[config.mk]
export PLATFORM = sky130hd
export DESIGN_NAME = stack_machine_execute_unit
export DESIGN_NICKNAME = d
export VERILOG_FILES = /design/src/rtl/smeu_pkg.sv /design/src/rtl/smeu_front.sv /design/src/rtl/smeu_back.sv /design/src/rtl/stack_machine_execute_unit.sv
export SDC_FILE = /design/constraint.sdc
export NUM_CORES = 2
export LEC_CHECK = 0
export BUFFER_PORTS_ARGS = -buffer_cell sky130_fd_sc_hd__clkbuf_2
export CELL_PAD_IN_SITES_DETAIL_PLACEMENT = 0
export CELL_PAD_IN_SITES_GLOBAL_PLACEMENT = 1
export CORE_MARGIN = 4
export CORE_UTILIZATION = 45
export CTS_BUF_LIST = sky130_fd_sc_hd__clkbuf_8
export DETAILED_ROUTE_END_ITERATION = 12
export PLACE_DENSITY = 0.7
export SLEW_MARGIN = 20
export SYNTH_ARGS = -nofsm -noshare
export SYNTH_HDL_FRONTEND = slang
export SYNTH_SLANG_ARGS = --single-unit
[constraint.sdc]
create_clock -name clock -period 10.4 [get_ports clock]
set_clock_uncertainty 0.2 [all_clocks]
set_input_delay 1.04 -clock clock [delete_from_list [all_inputs] [get_ports clock]]
set_output_delay 1.04 -clock clock [all_outputs]
set_load 0.01 [all_outputs]
[src/rtl/smeu_pkg.sv]
package smeu_pkg;

   localparam int STACK_DEPTH = 64;
   localparam int WORD_BITS   = 32;
   localparam int ADDR_BITS   = $clog2(STACK_DEPTH);
   localparam int PTR_BITS    = ADDR_BITS + 1;
   localparam int CMD_BITS    = 5;
   localparam int LIT_BITS    = 32;
   localparam int OUT_BITS    = 32;
   localparam int IDX_BITS    = 7;
   localparam int DIV_CNT_BITS = $clog2(WORD_BITS + 1);

   typedef enum logic [CMD_BITS-1:0] {
      CMD_PUSH      = 5'd0,
      CMD_PUSH_IDX  = 5'd1,
      CMD_ADD       = 5'd2,
      CMD_SUB       = 5'd3,
      CMD_MUL       = 5'd4,
      CMD_DIV       = 5'd5,
      CMD_MOD       = 5'd6,
      CMD_NOT       = 5'd7,
      CMD_AND       = 5'd8,
      CMD_OR        = 5'd9,
      CMD_XOR       = 5'd10,
      CMD_LT        = 5'd11,
      CMD_GT        = 5'd12,
      CMD_EQ        = 5'd13,
      CMD_DUP       = 5'd14,
      CMD_DROP      = 5'd15,
      CMD_PRINTNUM  = 5'd16,
      CMD_PRINTCHAR = 5'd17,
      CMD_REVERSE   = 5'd18
   } cmd_type;

   typedef enum logic [1:0] {
      ST_OK        = 2'd0,
      ST_UNDERFLOW = 2'd1,
      ST_OVERFLOW  = 2'd2,
      ST_DIV_ZERO  = 2'd3
   } status_type;

   typedef enum logic [1:0] {
      CLS_NOP,
      CLS_PUSH,
      CLS_UNARY,
      CLS_BINARY
   } class_type;

   typedef struct packed {
      logic [CMD_BITS-1:0] command;
      logic [LIT_BITS-1:0] literal;
      class_type           op_class;
   } op_type;

   typedef enum logic [3:0] {
      EX_IDLE,
      EX_READ_TOP,
      EX_READ_SECOND,
      EX_EXEC,
      EX_WRITE_RES,
      EX_DIVIDE,
      EX_DIV_DONE,
      EX_REV_READ_LO,
      EX_REV_READ_HI,
      EX_REV_WRITE,
      EX_REV_WRITE_HI,
      EX_READ_NEW_TOP,
      EX_OUTPUT
   } ex_state_type;

endpackage

[src/rtl/smeu_front.sv]
module smeu_front
   import smeu_pkg::*;
(
   input  logic                clock,
   input  logic                reset,
   input  logic                in_valid,
   output logic                in_ready,
   input  logic [CMD_BITS-1:0] in_command,
   input  logic [LIT_BITS-1:0] in_literal,
   output logic                q_valid,
   input  logic                q_ready,
   output op_type              q_op
);

   op_type     entry_ff [2];
   op_type     entry_in;
   logic       wr_ptr_ff, rd_ptr_ff;
   logic [1:0] count_ff;
   logic       push, pop;

   always_comb begin
      entry_in.command = in_command;
      entry_in.literal = in_literal;
      if (in_command inside {CMD_PUSH, CMD_PUSH_IDX, CMD_DUP}) begin
         entry_in.op_class = CLS_PUSH;
      end else if (in_command inside {[CMD_ADD:CMD_EQ]} && in_command != CMD_NOT) begin
         entry_in.op_class = CLS_BINARY;
      end else if (in_command inside {CMD_NOT, [CMD_DROP:CMD_REVERSE]}) begin
         entry_in.op_class = CLS_UNARY;
      end else begin
         entry_in.op_class = CLS_NOP;
      end
   end

   assign in_ready = (count_ff != 2'd2);
   assign q_valid  = (count_ff != 2'd0);
   assign q_op     = entry_ff[rd_ptr_ff];
   assign push     = in_valid && in_ready;
   assign pop      = q_valid && q_ready;

   always_ff @(posedge clock) begin
      if (push) begin
         entry_ff[wr_ptr_ff] <= entry_in;
      end
   end

   always_ff @(posedge clock) begin
      if (reset) begin
         wr_ptr_ff <= 1'b0;
         rd_ptr_ff <= 1'b0;
         count_ff  <= 2'd0;
      end else begin
         if (push) begin
            wr_ptr_ff <= ~wr_ptr_ff;
         end
         if (pop) begin
            rd_ptr_ff <= ~rd_ptr_ff;
         end
         count_ff <= count_ff + {1'b0, push} - {1'b0, pop};
      end
   end

endmodule

[src/rtl/smeu_back.sv]
module smeu_back
   import smeu_pkg::*;
(
   input  logic                clock,
   input  logic                reset,
   input  logic                q_valid,
   output logic                q_ready,
   input  op_type              q_op,
   output logic                out_valid,
   input  logic                out_ready,
   output logic [OUT_BITS-1:0] out_top_value,
   output logic [IDX_BITS-1:0] out_top_index,
   output logic                out_emit_valid,
   output logic                out_emit_is_char,
   output logic [OUT_BITS-1:0] out_emit_value,
   output status_type          out_status
);

   localparam logic [PTR_BITS-1:0] PTR_EMPTY = '1;

   logic [WORD_BITS-1:0] mem [STACK_DEPTH];
   logic [STACK_DEPTH-1:0] vld_ff;
   logic [WORD_BITS-1:0] rd_data_raw;
   logic [ADDR_BITS-1:0] rd_addr_ff;
   logic                 wr_en;
   logic [ADDR_BITS-1:0] wr_addr;
   logic [WORD_BITS-1:0] wr_data;
   logic [WORD_BITS-1:0] rd_data;
   logic                 rd_en;
   logic [ADDR_BITS-1:0] rd_addr;

   ex_state_type state_ff, state_in;
   op_type       op_ff;
   logic [PTR_BITS-1:0]  tp_ff, tp_in;
   logic [WORD_BITS-1:0] a_ff, a_in, b_ff, b_in;
   logic [WORD_BITS-1:0] res_ff, res_in;
   status_type           st_ff, st_in;
   logic                 ev_ff, ev_in, ec_ff, ec_in;
   logic [WORD_BITS-1:0] evl_ff, evl_in;
   logic [PTR_BITS-1:0]  lo_ff, lo_in, hi_ff, hi_in;
   logic [WORD_BITS-1:0] rem_ff, rem_in, quo_ff, quo_in, dvd_ff, dvd_in, dvs_ff, dvs_in;
   logic [DIV_CNT_BITS-1:0] dcnt_ff, dcnt_in;
   logic                 ovalid_ff;
   logic [WORD_BITS-1:0] otop_ff;
   logic [PTR_BITS-1:0]  otp_ff;
   logic                 oev_ff, oec_ff;
   logic [WORD_BITS-1:0] oevl_ff;
   status_type           ost_ff;
   logic                 load_out;

   logic [PTR_BITS-1:0]  count;
   logic [2*WORD_BITS-1:0] prod;
   logic [WORD_BITS:0]   rem_shift;
   logic [WORD_BITS:0]   rem_sub;
   logic                 a_neg, b_neg;
   logic [PTR_BITS-1:0]  left;

   always_ff @(posedge clock) begin
      if (wr_en) begin
         mem[wr_addr] <= wr_data;
      end
      if (rd_en) begin
         rd_data_raw <= mem[rd_addr];
         rd_addr_ff  <= rd_addr;
      end
   end

   always_ff @(posedge clock) begin
      if (reset) begin
         vld_ff <= '0;
      end else if (wr_en) begin
         vld_ff[wr_addr] <= 1'b1;
      end
   end

   assign rd_data = vld_ff[rd_addr_ff] ? rd_data_raw : '0;
   assign count   = tp_ff + 1'b1;
   assign a_neg   = a_ff[WORD_BITS-1];
   assign b_neg   = b_ff[WORD_BITS-1];
   assign left    = tp_ff;
   assign prod    = a_ff * b_ff;
   assign rem_shift = {rem_ff, dvd_ff[WORD_BITS-1]};
   assign rem_sub   = rem_shift - {1'b0, dvs_ff};

   always_comb begin
      state_in = state_ff;
      case (state_ff)
         EX_IDLE: begin
            if (q_valid) begin
               state_in = EX_READ_TOP;
            end
         end
         EX_READ_TOP: begin
            state_in = EX_EXEC;
            if (op_ff.op_class == CLS_BINARY && count >= PTR_BITS'(2)) begin
               state_in = EX_READ_SECOND;
            end
         end
         EX_READ_SECOND: state_in = EX_EXEC;
         EX_EXEC: begin
            state_in = EX_READ_NEW_TOP;
            if (op_ff.op_class == CLS_BINARY && st_in != ST_UNDERFLOW) begin
               state_in = EX_WRITE_RES;
               if (st_in == ST_OK && op_ff.command inside {CMD_DIV, CMD_MOD}) begin
                  state_in = EX_DIVIDE;
               end
            end else if (st_in == ST_OK && op_ff.command == CMD_REVERSE
                         && $signed(lo_in) < $signed(hi_in)) begin
               state_in = EX_REV_READ_LO;
            end
         end
         EX_WRITE_RES: state_in = EX_READ_NEW_TOP;
         EX_DIVIDE: begin
            if (dcnt_ff == DIV_CNT_BITS'(1)) begin
               state_in = EX_DIV_DONE;
            end
         end
         EX_DIV_DONE: state_in = EX_READ_NEW_TOP;
         EX_REV_READ_LO: state_in = EX_REV_READ_HI;
         EX_REV_READ_HI: state_in = EX_REV_WRITE;
         EX_REV_WRITE: state_in = EX_REV_WRITE_HI;
         EX_REV_WRITE_HI: begin
            state_in = EX_READ_NEW_TOP;
            if (lo_ff + 1'b1 < hi_ff - 1'b1) begin
               state_in = EX_REV_READ_LO;
            end
         end
         EX_READ_NEW_TOP: state_in = EX_OUTPUT;
         EX_OUTPUT: begin
            if (!ovalid_ff || out_ready) begin
               state_in = EX_IDLE;
            end
         end
         default: state_in = EX_IDLE;
      endcase
   end

   always_comb begin
      q_ready  = (state_ff == EX_IDLE);
      rd_en    = 1'b0;
      rd_addr  = tp_ff[ADDR_BITS-1:0];
      wr_en    = 1'b0;
      wr_addr  = tp_ff[ADDR_BITS-1:0];
      wr_data  = '0;
      tp_in    = tp_ff;
      a_in     = a_ff;
      b_in     = b_ff;
      res_in   = res_ff;
      st_in    = st_ff;
      ev_in    = ev_ff;
      ec_in    = ec_ff;
      evl_in   = evl_ff;
      lo_in    = lo_ff;
      hi_in    = hi_ff;
      rem_in   = rem_ff;
      quo_in   = quo_ff;
      dvd_in   = dvd_ff;
      dvs_in   = dvs_ff;
      dcnt_in  = dcnt_ff;
      load_out = 1'b0;
      case (state_ff)
         EX_IDLE: begin
            st_in = ST_OK;
            ev_in = 1'b0;
            ec_in = 1'b0;
            evl_in = '0;
            rd_en = 1'b1;
         end
         EX_READ_TOP: begin
            b_in    = rd_data;
            rd_en   = 1'b1;
            rd_addr = tp_ff[ADDR_BITS-1:0] - 1'b1;
         end
         EX_READ_SECOND: begin
            a_in = rd_data;
         end
         EX_EXEC: begin
            case (op_ff.op_class)
               CLS_PUSH: begin
                  if (op_ff.command == CMD_DUP && tp_ff == PTR_EMPTY) begin
                     st_in = ST_UNDERFLOW;
                  end else if (!tp_ff[PTR_BITS-1] && tp_ff >= PTR_BITS'(STACK_DEPTH - 1)) begin
                     st_in = ST_OVERFLOW;
                  end else begin
                     wr_en   = 1'b1;
                     wr_addr = count[ADDR_BITS-1:0];
                     if (op_ff.command == CMD_PUSH) begin
                        wr_data = WORD_BITS'($signed(op_ff.literal));
                     end else if (op_ff.command == CMD_PUSH_IDX) begin
                        wr_data = WORD_BITS'(count);
                     end else begin
                        wr_data = b_ff;
                     end
                     tp_in = count;
                  end
               end
               CLS_BINARY: begin
                  if (tp_ff[PTR_BITS-1] || tp_ff == '0) begin
                     st_in = ST_UNDERFLOW;
                  end else begin
                     wr_en = 1'b1;
                     wr_data = '0;
                     tp_in = tp_ff - 1'b1;
                     case (op_ff.command)
                        CMD_ADD: res_in = a_ff + b_ff;
                        CMD_SUB: res_in = a_ff - b_ff;
                        CMD_MUL: res_in = prod[WORD_BITS-1:0];
                        CMD_AND: res_in = WORD_BITS'(a_ff != '0 && b_ff != '0);
                        CMD_OR:  res_in = WORD_BITS'(a_ff != '0 || b_ff != '0);
                        CMD_XOR: res_in = WORD_BITS'((a_ff != '0) != (b_ff != '0));
                        CMD_LT:  res_in = WORD_BITS'($signed(a_ff) < $signed(b_ff));
                        CMD_GT:  res_in = WORD_BITS'($signed(b_ff) < $signed(a_ff));
                        CMD_EQ:  res_in = WORD_BITS'(a_ff == b_ff);
                        default: begin
                           res_in = '0;
                           if (b_ff == '0) begin
                              st_in = ST_DIV_ZERO;
                           end
                           dvd_in  = a_neg ? -a_ff : a_ff;
                           dvs_in  = b_neg ? -b_ff : b_ff;
                           rem_in  = '0;
                           quo_in  = '0;
                           dcnt_in = DIV_CNT_BITS'(WORD_BITS);
                        end
                     endcase
                  end
               end
               CLS_UNARY: begin
                  if (tp_ff[PTR_BITS-1]) begin
                     st_in = ST_UNDERFLOW;
                  end else if (op_ff.command == CMD_NOT) begin
                     wr_en   = 1'b1;
                     wr_data = WORD_BITS'(b_ff == '0);
                  end else if (op_ff.command == CMD_REVERSE) begin
                     if (!b_neg && b_ff > WORD_BITS'(left)) begin
                        st_in = ST_UNDERFLOW;
                     end else begin
                        wr_en = 1'b1;
                        tp_in = tp_ff - 1'b1;
                        hi_in = tp_ff - 1'b1;
                        lo_in = b_neg ? tp_ff : tp_ff - PTR_BITS'(b_ff);
                     end
                  end else begin
                     wr_en = 1'b1;
                     tp_in = tp_ff - 1'b1;
                     if (op_ff.command != CMD_DROP) begin
                        ev_in  = 1'b1;
                        ec_in  = (op_ff.command == CMD_PRINTCHAR);
                        evl_in = b_ff;
                     end
                  end
               end
               default: ;
            endcase
         end
         EX_WRITE_RES: begin
            wr_en   = 1'b1;
            wr_data = res_ff;
         end
         EX_DIVIDE: begin
            dvd_in = {dvd_ff[WORD_BITS-2:0], 1'b0};
            if (!rem_sub[WORD_BITS]) begin
               rem_in = rem_sub[WORD_BITS-1:0];
               quo_in = {quo_ff[WORD_BITS-2:0], 1'b1};
            end else begin
               rem_in = rem_shift[WORD_BITS-1:0];
               quo_in = {quo_ff[WORD_BITS-2:0], 1'b0};
            end
            dcnt_in = dcnt_ff - 1'b1;
         end
         EX_DIV_DONE: begin
            wr_en   = 1'b1;
            if (op_ff.command == CMD_DIV) begin
               wr_data = (a_neg != b_neg) ? -quo_ff : quo_ff;
            end else begin
               wr_data = a_neg ? -rem_ff : rem_ff;
            end
         end
         EX_REV_READ_LO: begin
            rd_en   = 1'b1;
            rd_addr = lo_ff[ADDR_BITS-1:0];
         end
         EX_REV_READ_HI: begin
            a_in    = rd_data;
            rd_en   = 1'b1;
            rd_addr = hi_ff[ADDR_BITS-1:0];
         end
         EX_REV_WRITE: begin
            b_in    = rd_data;
            wr_en   = 1'b1;
            wr_addr = lo_ff[ADDR_BITS-1:0];
            wr_data = rd_data;
         end
         EX_REV_WRITE_HI: begin
            wr_en   = 1'b1;
            wr_addr = hi_ff[ADDR_BITS-1:0];
            wr_data = a_ff;
            lo_in   = lo_ff + 1'b1;
            hi_in   = hi_ff - 1'b1;
         end
         EX_READ_NEW_TOP: begin
            rd_en = 1'b1;
         end
         EX_OUTPUT: begin
            load_out = (!ovalid_ff || out_ready);
         end
         default: ;
      endcase
   end

   always_ff @(posedge clock) begin
      if (q_valid && q_ready) begin
         op_ff <= q_op;
      end
      a_ff   <= a_in;
      b_ff   <= b_in;
      res_ff <= res_in;
      st_ff  <= st_in;
      ev_ff  <= ev_in;
      ec_ff  <= ec_in;
      evl_ff <= evl_in;
      lo_ff  <= lo_in;
      hi_ff  <= hi_in;
      rem_ff <= rem_in;
      quo_ff <= quo_in;
      dvd_ff <= dvd_in;
      dvs_ff <= dvs_in;
      dcnt_ff <= dcnt_in;
      if (load_out) begin
         otop_ff <= tp_ff[PTR_BITS-1] ? '0 : rd_data;
         otp_ff  <= tp_ff;
         oev_ff  <= ev_ff;
         oec_ff  <= ec_ff;
         oevl_ff <= evl_ff;
         ost_ff  <= st_ff;
      end
   end

   always_ff @(posedge clock) begin
      if (reset) begin
         state_ff  <= EX_IDLE;
         tp_ff     <= PTR_EMPTY;
         ovalid_ff <= 1'b0;
      end else begin
         state_ff <= state_in;
         tp_ff    <= tp_in;
         if (load_out) begin
            ovalid_ff <= 1'b1;
         end else if (out_ready) begin
            ovalid_ff <= 1'b0;
         end
      end
   end

   assign out_valid        = ovalid_ff;
   assign out_top_value    = OUT_BITS'(otop_ff);
   assign out_top_index    = IDX_BITS'($signed(otp_ff));
   assign out_emit_valid   = oev_ff;
   assign out_emit_is_char = oec_ff;
   assign out_emit_value   = OUT_BITS'(oevl_ff);
   assign out_status       = ost_ff;

endmodule

[src/rtl/stack_machine_execute_unit.sv]
// Channel  Direction  Contents
// req_     in         tdata: command, literal
// rsp_     out        tdata: top_value, top_index, emit fields, status
//
// The execute loop reads the top word, and for add through eq also the second if present,
// executes, then reads the new top and loads the result. Add through eq, a zero divisor
// included, first write their result; divide and modulo with a nonzero divisor first run a
// serial divider. Reverse reads and then writes each swapped pair, one pair at a time.
// A held result stalls the back end only when the next result is ready to load.
// Reset is synchronous and empties the stack; slot valid bits make every slot read zero.
// A two-entry queue decouples request acceptance from execution.
module stack_machine_execute_unit
   import smeu_pkg::*;
(
   input  logic        clock,
   input  logic        reset,
   input  logic        req_tvalid,
   output logic        req_tready,
   input  logic [39:0] req_tdata,   // command [4:0], literal [36:5], zero fill
   output logic        rsp_tvalid,
   input  logic        rsp_tready,
   output logic [79:0] rsp_tdata    // top_value, top_index, emit_valid, emit_is_char,
                                    // emit_value, status, zero fill
);

   logic   q_valid, q_ready;
   op_type q_op;
   logic [OUT_BITS-1:0] top_value, emit_value;
   logic [IDX_BITS-1:0] top_index;
   logic                emit_valid, emit_is_char;
   status_type          status;

   smeu_front u_front (
      .clock      (clock),
      .reset      (reset),
      .in_valid   (req_tvalid),
      .in_ready   (req_tready),
      .in_command (req_tdata[4:0]),
      .in_literal (req_tdata[36:5]),
      .q_valid    (q_valid),
      .q_ready    (q_ready),
      .q_op       (q_op)
   );

   smeu_back u_back (
      .clock            (clock),
      .reset            (reset),
      .q_valid          (q_valid),
      .q_ready          (q_ready),
      .q_op             (q_op),
      .out_valid        (rsp_tvalid),
      .out_ready        (rsp_tready),
      .out_top_value    (top_value),
      .out_top_index    (top_index),
      .out_emit_valid   (emit_valid),
      .out_emit_is_char (emit_is_char),
      .out_emit_value   (emit_value),
      .out_status       (status)
   );

   assign rsp_tdata = {5'd0, status, emit_value, emit_is_char, emit_valid, top_index, top_value};

endmodule

==> metrics.md <==
| Metric | Value |
|---|---|
| Initial drt markers | 9,479 |
| CP startpoint | u_back.b_ff[10]$_DFFE_PP_ |
| Fill count | 25,100 |
| First-pass GRT wire length | 612 mm |
| Overall Global Routing Usage | 0.280 |
| Netlist cell types | 87 |
| Area grow syn2layout | 11.2% |
| Most frequent cells in the layout | 2,542 x edfxtp_1, 2,479 x nand2_1, 734 x inv_1 |
| Die area | between 0.2 and 0.3 mm2 |
| Fin Setup TNS | 0 ns |
| Setup Fix Bufs, Post-CTS | 0 |
| RSZ-0062 raised after global routing | false |
| Fin cells | 15,400 |
| Post-synth EDFFs | approximately 2,500 |
| Clock slew at the register clock pins of the worst setup and hold paths | 0.06 ns |
| Worst flop-to-flop path endpoint | u_back.res_ff[29]$_DFFE_PP_ |
| End of the critical path | u_back.res_ff[29]$_DFFE_PP_ |
| Top-Level Pins | 126 |
| Port buffer count | 117 |
| CP Class | reg -> reg |
| Maxcap violations | 0 |
| Initial antenna violation count | 9 |
| CP required | 10.98 ns |
| Grt ovf | 0 |
| Die Span Y | between 500 and 600 um |
| Max-slew violations | 0 |
| Status | completed |
| Synth Area per Inst | 11.6 um2 |
| Most common cell after layout, fill and taps aside | edfxtp_1 |
| WP buf/inv | 3 |
| Post-CTS Resized | 0 |
| Post-Syn Area | roughly 0.13 mm2 |
| Worst min path class | in -> reg |
| Setup ws final | 1.73 ns |
| Max Clk Rate | 115 MHz |
| Vias in the first global route | around 90,000 |
| Part of the cycle the worst path needs | 0.834 |
| HPWL after DPL | 260 mm |
| CP endpoint kind | flip-flop |
| Detailed-route vias per instance | 5.92 |
| Remaining DRCs | 0 |
| Slowest CP cell | edfxtp_1 |
| Syn Inst Count | between 10,000 and 15,000 |
| CP top delay family | adder cells |
| Final setup viols | 0 |
| Hold_sp | rsp_tready |
| Slowest stage delay, CP | between 0.8 and 0.9 ns |
| Reg2Reg Depth | 20 |
| Tmin final | 8.67 ns |
| Rows | around 200 |
| Worst reg2reg path startpoint | u_back.b_ff[10]$_DFFE_PP_ |
| Reg area | 0.0783 mm2 |
| Largest net degree at the start of global routing | 172 |
| Routed WL | 422 mm |
| Remaining antenna violation count | 0 |
| RePlAce Congestion | 0.936 |
| CTS tree | yes |
| Multi-input gate area | between 0.04 and 0.05 mm2 |
| Starting Density | 0.453 |
| Skew-Pair Late Insertion Delay | 1.09 ns |
| H-tree lvl count | 5 |
| Yosys reg bits | 2,638 |
| WP depth | 20 |
| Die W | 544 um |
| Top FF cell, synth | edfxtp_1 |
| Total core area | 0.285 mm2 |
| CP most frequent cell | fa_1 |
| Sequential share of the synthesized area | 0.606 |
| Reg2reg setup slack | 1.73 ns |
| CTS Buf Count | 435 |
| Crit-path cells | clkinv_1 -> nor2_1 -> fa_1 -> fa_1 -> inv_1 -> fa_1 -> fa_1 -> inv_1 -> fa_1 -> fa_1 -> fa_1 -> fa_1 -> ha_1 -> a21oi_1 -> o21ai_0 -> a31o_2 -> a211oi_1 -> nor2_1 -> xor2_1 -> a211o_1 |
| Share of cells above drive strength 1 | 0.102 |
| Crit path launch type | flip-flop |
| Worst slew pin tran | 1.13 ns |
| Per-cell routed wire length | 27.5 um |
| Slew headroom | 0.248 |
| Final Hold Viols | 0 |
| Max FO, Critical Path | 14 |
| Yosys Warn Count | 0 |
| Root buf cell | clkbuf_8 |
| DR vias | between 90,000 and 100k |
| Placed Cells incl. Taps | 14,600 |
| Nets@finish | 12,000 |
| Clock net sink count | 2,638 |
| Pre-antenna DRT Iters | 5 |
| Async S/R FF share, synth | 0 |
| Clock buffer depth | 4 |
| WP data arrival | 9.25 ns |
| Dpl ws | about 1.9 ns |
==> stage by stage <==
stage               hold slack (ns)  cell area, um2   util
detailed placement            0.205          135000  0.474
global placement              0.200          135000  0.474
global route                  0.113          144000  0.503
floorplan                     0.200          129000      -
CTS                         0.00656          144000  0.503
finish                        0.126          144000  0.503
==> how the worst min path moves through the flow <==
stage,cells past startpoint,slack [ns],endpoint
after floorplan,0,0.20,u_back.out_emit_is_char$_DFFE_PP_
after global placement,0,0.20,u_back.out_emit_value[24]$_DFFE_PP_
after detailed placement,0,0.20,u_back.out_emit_valid$_DFFE_PP_
after CTS,3,0.007,u_back.out_valid$_SDFFE_PP0P_
after global routing,3,0.11,u_back.out_valid$_SDFFE_PP0P_
final,3,0.13,u_back.out_valid$_SDFFE_PP0P_
==> repair_timing <==
action / in CTS / in global routing
hold buffers: 37 / 0
endpoints found under the setup margin: 0 / 0
endpoints found under the hold margin: 74 / 0
==> layer usage <==
metal  part of all wire  vias up  GRT usage
li1                   -    40100          -
met1               0.40    46000      0.369
met2               0.47     3951      0.458
met3              0.078      946     0.0471
met4              0.049        6      0.121
met5            0.00011        -          0
==> layout make-up <==
class                           instances  area share
Clock buffer                          448      0.0429
Tap cell                             3762      0.0328
Inverter                              597      0.0157
Sequential cell                      2638       0.545
Multi-Input combinational cell       7134       0.328
Clock inverter                        324      0.0117
Timing Repair Buffer                  467      0.0246
Antenna cell                            3   0.0000522
==> registers in the layout, indices dropped and copies added, names as in the netlist, 6 cells and up <==
name,count
u_back.a_ff,32
u_back.b_ff,32
u_back.dcnt_ff,6
u_back.dvd_ff,32
u_back.dvs_ff,32
u_back.evl_ff,32
u_back.hi_ff,7
u_back.left,7
u_back.lo_ff,7
u_back.mem,2048
u_back.op_ff,39
u_back.out_emit_value,32
u_back.out_top_index,7
u_back.out_top_value,32
u_back.quo_ff,32
u_back.rd_addr_ff,6
u_back.rd_data_raw,32
u_back.rem_ff,32
u_back.res_ff,32
u_back.vld_ff,64
u_front.entry_ff,78
==> synthesized netlist by cell type (all sizes together) (25+ instances only) <==
cell type | instances | area [um2]
a21oi | 373 | 1870
xor2 | 58 | 508
or3 | 26 | 168
buf | 113 | 485
edfxtp | 2542 | 76300
and3 | 307 | 1920
a21o | 63 | 473
o31ai | 51 | 402
nand2 | 2482 | 9320
fa | 412 | 8250
inv | 582 | 2180
nand3 | 590 | 2950
clkbuf | 624 | 2340
a22oi | 47 | 353
xnor2 | 211 | 1850
mux2 | 42 | 473
a221oi | 47 | 435
o221ai | 32 | 280
nor4 | 33 | 228
a311oi | 386 | 3380
dfxtp | 96 | 1920
a31oi | 146 | 913
nor3 | 89 | 445
o21ai | 201 | 1010
o21bai | 34 | 255
and2 | 25 | 156
a211oi | 121 | 908
o22ai | 32 | 200
nor2 | 730 | 2740
ha | 295 | 3690
==> worst reg2reg max path: cells and delay by family, from the launching register on <==
family	cells	cell delay, ns
DFF	1	0.86
adders and majority gates	9	4.50
and+or+nand+nor	2	0.43
AOI/OAI and AO/OA	5	1.25
buffers and inverters	3	0.95
xor gates and xnor gates	1	0.20
==> cells by family (layout without fill, tap and decap cells) <==
| group | Yosys count | in the layout | synth area share |
|---|---|---|---|
| AO/OA/AOI/OAI | 1675 | 1675 | 0.0909 |
| multiplexers | 76 | 76 | 0.00833 |
| XOR/XNOR | 269 | 269 | 0.0182 |
| other | 1 | 8 | 0.0000290 |
| buffers and inverters | 1334 | 1836 | 0.0392 |
| adder cells (fa/ha/maj) | 707 | 707 | 0.0924 |
| flip-flops | 2638 | 2638 | 0.606 |
| AND/OR/NAND/NOR | 4402 | 4402 | 0.145 |
Power is left out: the tool's default activity adds up to more than one toggle a clock period on the data nets, which glitch-free logic cannot reach.
